## src/rtl/snnc_pkg.sv

```systemverilog
// shared types, constants and a helper for the som nearest node classifier
// no dependencies
`timescale 1ns / 1ps

package snnc_pkg;

  localparam int NODES       = 400;
  localparam int FEATURES    = 6;
  localparam int WEIGHT_BITS = 16;

  localparam int NODE_W = $clog2(NODES);
  localparam int CNT_W  = $clog2(NODES + 1);
  localparam int FEAT_W = (FEATURES > 1) ? $clog2(FEATURES) : 1;
  localparam int BIT_W  = $clog2(WEIGHT_BITS);
  localparam int DIST_W = 19;
  localparam int ROW_W  = FEATURES * WEIGHT_BITS;

  localparam logic [WEIGHT_BITS-1:0] FULL = {WEIGHT_BITS{1'b1}};

  localparam logic [1:0] CMD_WEIGHT = 2'd0;
  localparam logic [1:0] CMD_SIGNAL = 2'd1;
  localparam logic [1:0] CMD_SPAN   = 2'd2;
  localparam logic [1:0] CMD_QUERY  = 2'd3;

  typedef struct packed {
    logic [1:0]         command;
    logic [8:0]         index;
    logic signed [31:0] feature_0;
    logic signed [31:0] feature_1;
    logic signed [31:0] feature_2;
    logic signed [31:0] feature_3;
    logic signed [31:0] feature_4;
    logic signed [31:0] feature_5;
    logic signed [15:0] signal_value;
    logic signed [31:0] span_low;
    logic signed [31:0] span_high;
  } in_item_t;

  typedef struct packed {
    logic signed [15:0] predicted_signal;
    logic [8:0]         best_node;
    logic [18:0]        best_distance;
    logic               not_ready;
  } out_item_t;

  function automatic logic signed [31:0] feature_of(input in_item_t item,
                                                    input int f);
    logic signed [31:0] v;
    case (f)
      1:       v = item.feature_1;
      2:       v = item.feature_2;
      3:       v = item.feature_3;
      4:       v = item.feature_4;
      5:       v = item.feature_5;
      default: v = item.feature_0;
    endcase
    return v;
  endfunction

endpackage

```

## src/rtl/snnc_cmd_queue.sv

```systemverilog
// two entry transaction queue between the front and the back
// depends on snnc_pkg
`timescale 1ns / 1ps

module snnc_cmd_queue (
  input  logic               clk,
  input  logic               rst_n,
  input  logic               push,
  output logic               full,
  input  snnc_pkg::in_item_t push_item,
  input  logic               pop,
  output logic               empty,
  output snnc_pkg::in_item_t head_item
);

  snnc_pkg::in_item_t slot_r [2];
  logic               wr_ptr_r, wr_ptr_nxt;
  logic               rd_ptr_r, rd_ptr_nxt;
  logic [1:0]         count_r, count_nxt;
  logic               do_push, do_pop;

  assign full      = (count_r == 2'd2);
  assign empty     = (count_r == 2'd0);
  assign head_item = slot_r[rd_ptr_r];
  assign do_push   = push && !full;
  assign do_pop    = pop && !empty;

  always_comb begin
    wr_ptr_nxt = wr_ptr_r ^ do_push;
    rd_ptr_nxt = rd_ptr_r ^ do_pop;
    count_nxt  = count_r + {1'b0, do_push} - {1'b0, do_pop};
  end

  always_ff @(posedge clk) begin
    if (!rst_n) begin
      wr_ptr_r <= 1'b0;
      rd_ptr_r <= 1'b0;
      count_r  <= 2'd0;
    end else begin
      wr_ptr_r <= wr_ptr_nxt;
      rd_ptr_r <= rd_ptr_nxt;
      count_r  <= count_nxt;
    end
    if (do_push) begin
      slot_r[wr_ptr_r] <= push_item;
    end
  end

endmodule

```

## config.mk

```make
export PLATFORM = sky130hd
export DESIGN_NAME = snnc_cmd_queue
export DESIGN_NICKNAME = d
export VERILOG_FILES = /design/src/rtl/snnc_pkg.sv /design/src/rtl/snnc_cmd_queue.sv
export SDC_FILE = /design/constraint.sdc
export NUM_CORES = 1
export LEC_CHECK = 0
export ABC_AREA = 1
export BUFFER_PORTS_ARGS = -buffer_cell sky130_fd_sc_hd__buf_2
export CORE_AREA = 2 2 220 222
export DETAILED_ROUTE_END_ITERATION = 16
export DIE_AREA = 0 0 222 224
export PLACE_DENSITY = 0.72
export SYNTH_ARGS = -nofsm -noshare
export SYNTH_HDL_FRONTEND = slang
export SYNTH_SLANG_ARGS = --single-unit
```

## constraint.sdc

```tcl
create_clock -name clk -period 8.73 [get_ports clk]
set_input_delay 1.3095 -clock clk [delete_from_list [all_inputs] [get_ports clk]]
set_output_delay 1.3095 -clock clk [all_outputs]
set_load 0.01 [all_outputs]
```

# After elaboration in Yosys (flattened, before gate mapping)
# Memories as Yosys holds them, arrays and structs flattened. A register that Yosys moved wholly into a read port is not among the register bits.
# Index checks and enable logic that the tools add are counted.
[totals]
out_inout_bits = 285
in_bits = 287
register_bits = 4
rom_bits = 0
ramBits = 566
mem_count = 1
latch_bits = 0
[memory_table]
columns = ["memory", "depth", "word_bits", "rd", "rd_clocked_by_memory_dff", "write_ports", "line_no", "rtl"]
rows = [
  ["slot_r", 2, 283, 1, 1, 1, "snnc_cmd_queue.sv:16", "snnc_pkg::in_item_t slot_r [2];"],
]
[op_classes]
eq_ne = 1
div = 0
n_bitwise = 2
shift = 0
reduce_logical = 5
n_mux = 3
n_addsub = 2
order_cmp = 0
n_mul = 0
[ops]
columns = ["operator", "n"]
rows = [
  ["2-to-1 mux 1 bit", 3],
  ["adder 2 x 1 -> 2 bit", 1],
  ["== test 2 bit (second input constant)", 1],
  ["logical AND 1 bit", 2],
  ["logical NOT 1 bit", 2],
  ["logical NOT 2 bit", 1],
  ["subtractor 2 x 1 -> 2 bit", 1],
  ["XOR 1 bit", 2],
]

# Depth between registers and ports, before layout
# Gate-level depths: netlist of the first run.
[depth]
word_depth = 5
depth_mapped = 10

# Worst setup path before layout of the first run
# No wires, ideal clock.
[synth_timing]
path_kind = "input to register"
startpoint = "input push"
endpoint = "memory slot_r[1][0] (netlist bit), enable pin"
slack_ns = 0.058
t_arrival_ns = 7.990
stages = 3
path_cell_list = "o21ai_0 > inv_1 > ha_1"
[synth_between]
elab_chain_cells = 3
[synth_rtl]
columns = ["item", "line_no", "rtl"]
rows = [
  ["from (decl)", "snnc_cmd_queue.sv:8", "input logic push,"],
  ["logical AND 1 bit", "snnc_cmd_queue.sv:25", "assign do_push = push && !full;"],
  ["2-to-1 mux 1 bit", "snnc_cmd_queue.sv:44", "if (do_push) begin"],
  ["2-to-1 mux 1 bit (not written as such)", "snnc_cmd_queue.sv:45", "slot_r[wr_ptr_r] <= push_item;"],
  ["to (decl)", "snnc_cmd_queue.sv:16", ""],
]
# Every way passes these cells.

==> results of run 1 <==
flip-flops by register name, indices dropped and copies added, names as in the netlist, named ones only:
register / count
rd_ptr_r: 1
wr_ptr_r: 1
slot_r: 566
count_r: 2
kinds of logic after synthesis:
kind of cell | count (synthesis) | synth area share [%]
adders and majority gates | 4 | 0.2408
muxes | 283 | 15.33
AOI/OAI and AO/OA | 2 | 0.04811
and+or+nand+nor | 16 | 0.3010
DFF | 571 | 82.25
buffers and inverters | 41 | 1.830
Yosys cell counts (all sizes together):
cell / instances
edfxtp: 566
mux2: 283
buf: 31
inv: 10
nor2: 8
nand2: 6
dfxtp: 5
ha: 4
nand3: 2
a21oi: 1
o21ai: 1
metal layers:
| layer | vias up | wire length (µm) | global-route usage [%] | share of wire (%) |
|---|---|---|---|---|
| met5 | - | 43 | 0 | 0.093 |
| met3 | 102 | 3468 | 6.152 | 7.5 |
| met1 | 5333 | 16830 | 19.82 | 36 |
| li1 | 4884 | - | - | - |
| met4 | 6 | 1534 | 7.585 | 3.3 |
| met2 | 385 | 24470 | 31.06 | 53 |
per-stage QoR:
| stage | instance area, µm² | utilization [%] | total power [W] |
|---|---|---|---|
| 6_report | 26200 | 55.35 | 0.008030 |
| 4_1_cts | 26180 | 55.29 | 0.008123 |
| 3_5_place_dp | 24200 | 51.12 | 0.005586 |
| 2_1_floorplan | 20790 | - | 0.004996 |
| 5_1_grt | 26200 | 55.35 | 0.008352 |
| 3_3_place_gp | 24200 | 51.12 | 0.005550 |
report_power, final:
group	internal (W)	switching (W)	leakage (nW)	total (W)
Combinational	0.000788	0.00103	3.45	0.00182
Sequential	0.00356	0.000120	5.33	0.00368
Clock	0.00153	0.000994	0.954	0.00252
worst min-delay path, cell delays in order, from the launching register on:
cell	delay (ns)
dfxtp_1	0.33
nor2_1	0.06
nor2_1	0.10
worst max-delay path by stage:
stage | start | endpoint | slack [ns] | cells after the start
CTS | flop | head_item[140] | 4.18 | 4
global placement | flop | head_item[140] | 4.88 | 4
finish | flop | head_item[140] | 4.22 | 4
global route | flop | head_item[140] | 4.03 | 4
floorplan | push | slot_r[1][0] | 0.06 | 3
detailed placement | flop | head_item[140] | 4.83 | 4
final cells by class:
class	instances	area (µm²)	share of cell area (%)
Antenna cell	11	27.53	0.1050
Clock buffer	68	1510	5.763
Clock inverter	38	461.7	1.762
Inverter	10	37.54	0.1432
Multi-Input combinational cell	305	3334	12.73
Sequential cell	571	17100	65.26
Tap cell	615	769.5	2.937
Timing Repair Buffer	580	2963	11.31
==> flow_metrics.py, run 1 <==
metrics = {
    "layout": {
        "nNetsFinal": 1816,
        "drive_gt1_share_pct": 60.69,
        "finalNonFillerCells": 2198,
        "layout_commonest_cell": "buf_2",
        "nFillCells": 3629,
        "final_cell_mix": "buf_2, edfxtp_1, mux2_2, clkbuf_16",
        "areaGrowthSynthToFinish_pct": 26.06,
    },
    "sta": {
        "tightest_slew_ns": 1.003,
        "fin_crit_sh_pct": 51.67,
        "slew_headroom_pct": 33.11,
        "maxSlewViolCount": 0,
        "rsz0062_at_grt": "no",
        "hold_viol_final": 0,
        "setup_viol": 0,
        "max_clock_freq_ghz": 0.2217,
        "fin_skew_ns": 0.01643,
        "hold_slack_ns": 0.5353,
        "tns_ns": 0,
        "fin_crit_ns": 4.511,
        "fin_ws_ns": 4.219,
    },
    "place": {
        "place_inst": 2081,
        "gp_routability_congestion": 0.8366,
        "dp_slack_ns": 4.832,
        "port_buffers": 571,
        "dp_hpwl_um": 31940,
    },
    "routing": {
        "wl_um": 46340,
        "wl_per_cell_um": 21.08,
        "drc": 0,
        "first_pass_iters": 4,
        "drtIter0Drc": 651,
        "postRouteAntennaNets": 0,
        "vias": 10710,
        "drt-vias-per-instance": 4.873,
    },
    "setup_path": {
        "crit_arrival_ns": 3.20,
        "worst-setup-path-type": "reg2out",
        "reg2reg_slack_ns": 5.96,
        "critPathBufInv": 3,
        "crit_path_max_fanout": 56,
        "critPathTopFamily": "buffers and inverters",
        "crit_chain": "buf_4 > buf_4 > mux2_2 > buf_2",
        "crit_required_ns": 7.42,
        "timing.rr.start": "count_r[1]",
        "critPathMaxStageDelay_ns": 0.69,
        "crit_path_end_kind": "output pin",
        "crit_slowest_cell": "buf_4",
        "cpMostUsedCell": "buf_4",
        "r2r_end": "slot_r[1][79]",
        "reg2regPathDepth": 5,
        "cp-start-kind": "flop",
    },
    "floorplanning": {
        "initial_core_util_pct": 43.90,
        "ioPinCount": 572,
        "die_y_um": 224,
        "rows": 80,
        "dieArea_mm2": 0.04973,
        "die_w_um": 222,
        "coreArea_mm2": 0.04735,
    },
    "hold_path": {
        "min_path_cells": 2,
        "worstHoldStart": "rd_ptr_r",
        "min_to": "rd_ptr_r",
        "hold_path.class": "reg2reg",
    },
    "yosys": {
        "syn_avg_cell_area_um2": 22.67,
        "synth_seq_cells": 571,
        "synth_top_area_cell": "edfxtp_1",
        "seq_area_frac_synth_pct": 82.25,
        "ys_types": 12,
        "syn_inst": 917,
        "synth_warnings": 0,
        "yosysTopAreaCellShare_pct": 81.77,
        "synth_fp_nets": 1208,
        "syn-cell-area_mm2": 0.02079,
        "synth_area_leaders": "edfxtp_1, mux2_2, buf_6, dfxtp_1, ha_1",
    },
    "status": {
        "status": "complete, no violations",
    },
    "global_route": {
        "first_global_vias": 11230,
        "antenna_found_initial": 15,
        "grt_max_degree": 154,
        "overflow": 0,
        "grt_pass1_wl_um": 66270,
        "grt_util_all_layers_pct": 17.78,
    },
    "clocking": {
        "clock-sinks": 571,
        "post-cts-setup-buffers": 0,
        "clock_path_buffers": 3,
        "path_clk_slew_ns": 0.06,
        "cts-root-buf": "clkbuf_16",
        "cts_tree": "done",
        "cts_buffers": 57,
        "htreeDepth": 2,
        "cts_resized": 0,
        "cts_hold_buf": 0,
        "clock_latency_ns": 0.59,
    },
    "pwr": {
        "p_leak_nw": 9.731,
        "ir_drop_mv": 0.2931,
        "p_per_area_mw_per_mm2": 306.4,
    },
    "flow_run": {
        "maxCapViolations": 0,
    },
}
Power figures use the tool's default switching activity.
==> run 2, diff against run 1 <==
Settings changed: ABC_AREA 1 to 0.
Clock period 8.73 ns to 4 ns, I/O delays scaled along.
==> run 2 against run 1 <==
Register-to-register slack got worse by 4.2 ns; global-route usage fell by 0.12 points; clock power rose by 94%; via count fell by 0.27%; area after synthesis did not move; clock-buffer cell count rose by 3; first-iteration DRC count fell by 4.9%; non-clock buffer count rose by 8; largest cell class unchanged.
==> flow_metrics.py, run 2 <==
metrics = {
    "global_route": {
        "antenna_found_initial": 15,
        "overflow": 0,
        "grt_max_degree": 85,
        "grt_pass1_wl_um": 65980,
        "first_global_vias": 11230,
        "grt_util_all_layers_pct": 17.66,
    },
    "routing": {
        "wl_per_cell_um": 20.80,
        "drtIter0Drc": 619,
        "vias": 10680,
        "wl_um": 45390,
        "postRouteAntennaNets": 0,
        "drc": 0,
        "first_pass_iters": 4,
        "drt-vias-per-instance": 4.895,
    },
    "sta": {
        "max_clock_freq_ghz": 0.3326,
        "fin_skew_ns": 0.01039,
        "fin_crit_sh_pct": 75.17,
        "slew_headroom_pct": 47.58,
        "rsz0062_at_grt": "no",
        "fin_crit_ns": 3.007,
        "tightest_slew_ns": 0.7862,
        "maxSlewViolCount": 0,
        "setup_viol": 0,
        "hold_viol_final": 0,
    },
    "yosys": {
        "seq_area_frac_synth_pct": 82.25,
        "synth_area_leaders": "edfxtp_1, mux2_2, buf_6, dfxtp_1, ha_1",
        "syn-cell-area_mm2": 0.02079,
        "ys.flop_type": "edfxtp_1",
        "async_reset_ff_share_pct": 0,
        "synth_common_cells": "edfxtp_1, mux2_2, buf_6",
        "synth_seq_cells": 571,
        "synth_warnings": 0,
        "synth_fp_nets": 1196,
        "synth_top_area_cell": "edfxtp_1",
        "synth_edf_count": 566,
        "syn_avg_cell_area_um2": 22.97,
        "yosysTopAreaCellShare_pct": 81.77,
        "ys_types": 15,
        "syn_inst": 905,
        "yosysMostFrequentCell": "edfxtp_1",
    },
    "layout": {
        "largest_reg_flops": 566,
        "nNetsFinal": 1811,
        "finalNonFillerCells": 2182,
        "nFillCells": 3654,
        "largest-register": "slot_r",
        "areaGrowthSynthToFinish_pct": 25.56,
        "final_cell_mix": "buf_2, edfxtp_1, mux2_2, clkbuf_16",
        "multi_input_area_mm2": 0.003361,
        "final_area_mm2": 0.02610,
        "seq_area_mm2": 0.01710,
        "drive_gt1_share_pct": 60.49,
        "largestRegisters": "slot_r (566), count_r (2)",
        "final_util_pct": 55.13,
        "layout_commonest_cell": "buf_2",
    },
    "floorplanning": {
        "ioPinCount": 572,
        "dieArea_mm2": 0.04973,
        "die_y_um": 224,
        "coreArea_mm2": 0.04735,
        "die_w_um": 222,
        "rows": 80,
        "initial_core_util_pct": 43.90,
    },
    "flow_run": {
        "maxCapViolations": 0,
    },
    "setup_path": {
        "worst-setup-path-type": "reg2out",
        "cp-start-kind": "flop",
        "crit_path_end_kind": "output pin",
        "crit_required_ns": 3.40,
        "crit_path_max_fanout": 51,
        "crit_arrival_ns": 2.41,
    },
    "hold_path": {
        "hold_path.class": "in2reg",
    },
    "pwr": {
        "p_per_area_mw_per_mm2": 628.3,
        "ir_drop_mv": 0.5625,
        "power_w": 0.01640,
        "p_leak_nw": 9.644,
    },
    "clocking": {
        "post-cts-setup-buffers": 0,
        "cts_tree": "done",
        "clock_path_buffers": 3,
        "cts_resized": 0,
        "path_clk_slew_ns": 0.06,
        "htreeDepth": 2,
        "cts_buffers": 56,
        "cts-root-buf": "clkbuf_16",
        "clock_latency_ns": 0.59,
        "clock-sinks": 571,
        "cts_hold_buf": 0,
    },
    "status": {
        "status": "complete, no violations",
    },
    "place": {
        "placed_cell_area_mm2": 0.02438,
        "port_buffers": 571,
        "gp_routability_congestion": 0.8397,
        "place_inst": 2077,
        "dp_hpwl_um": 31510,
    },
}
-- run 2: power breakdown --
group | internal, W | switching (W)
Sequential | 0.00759 | 0.000249
Combinational | 0.00167 | 0.00200
Clock | 0.00285 | 0.00205
Total | 0.0121 | 0.00430
-- run 2: logic make-up (layout without fill, tap and decap cells) --
kind of cell	Yosys count	count (layout)	share of synthesized area, %
AOI/OAI and AO/OA	1	1	0.03613
xor gates and xnor gates	1	1	0.1083
adders and majority gates	4	4	0.2408
buffers and inverters	34	688	1.703
DFF	571	571	82.25
muxes	285	285	15.43
other	0	8	0
and+or+nand+nor	9	9	0.2347
-- run 2: through the flow --
stage,TNS [ns],hold slack (ns),setup WS [ns]
3_3_place_gp,0,0.4509,1.511
4_1_cts,0,0.1507,0.9094
6_report,0,0.2025,0.9932
2_1_floorplan,-453.62,0.4516,-0.8015
3_5_place_dp,0,0.4686,1.547
5_1_grt,0,0.1586,0.8301
-- run 2: final cells by class --
cell class | count | share of cell area [%]
clock buffers | 71 | 5.666
clock inverters | 26 | 0.8581
well taps | 615 | 2.948
inverters | 3 | 0.04314
multi-input cells | 300 | 12.88
diodes | 8 | 0.07670
repair buffers | 588 | 12.01
flip-flops and latches | 571 | 65.52
-- run 2: layer usage --
metal	track usage (%)	share of wire (%)
met5	0	0.19
met4	6.495	3.1
met3	7.673	10
met2	29.87	50
met1	19.90	36
-- run 2: worst paths after layout --
| check | startpoint | to | slack, ns | cells past startpoint |
|---|---|---|---|---|
| setup / recovery | flop | head_item[41] | 0.99 | 3 |
| hold / removal | push_item[223] | slot_r[0][223] | 0.20 | 1 |
| setup reg to reg | count_r[0] | slot_r[0][40] | 1.81 | 4 |
| hold reg to reg | rd_ptr_r | flop | 0.47 | 2 |
-- run 2: worst max-delay path: stages, from the launching register on --
cell and delay (ns):
dfxtp_4 0.86, buf_4 0.41, mux2_2 0.38, buf_2 0.15
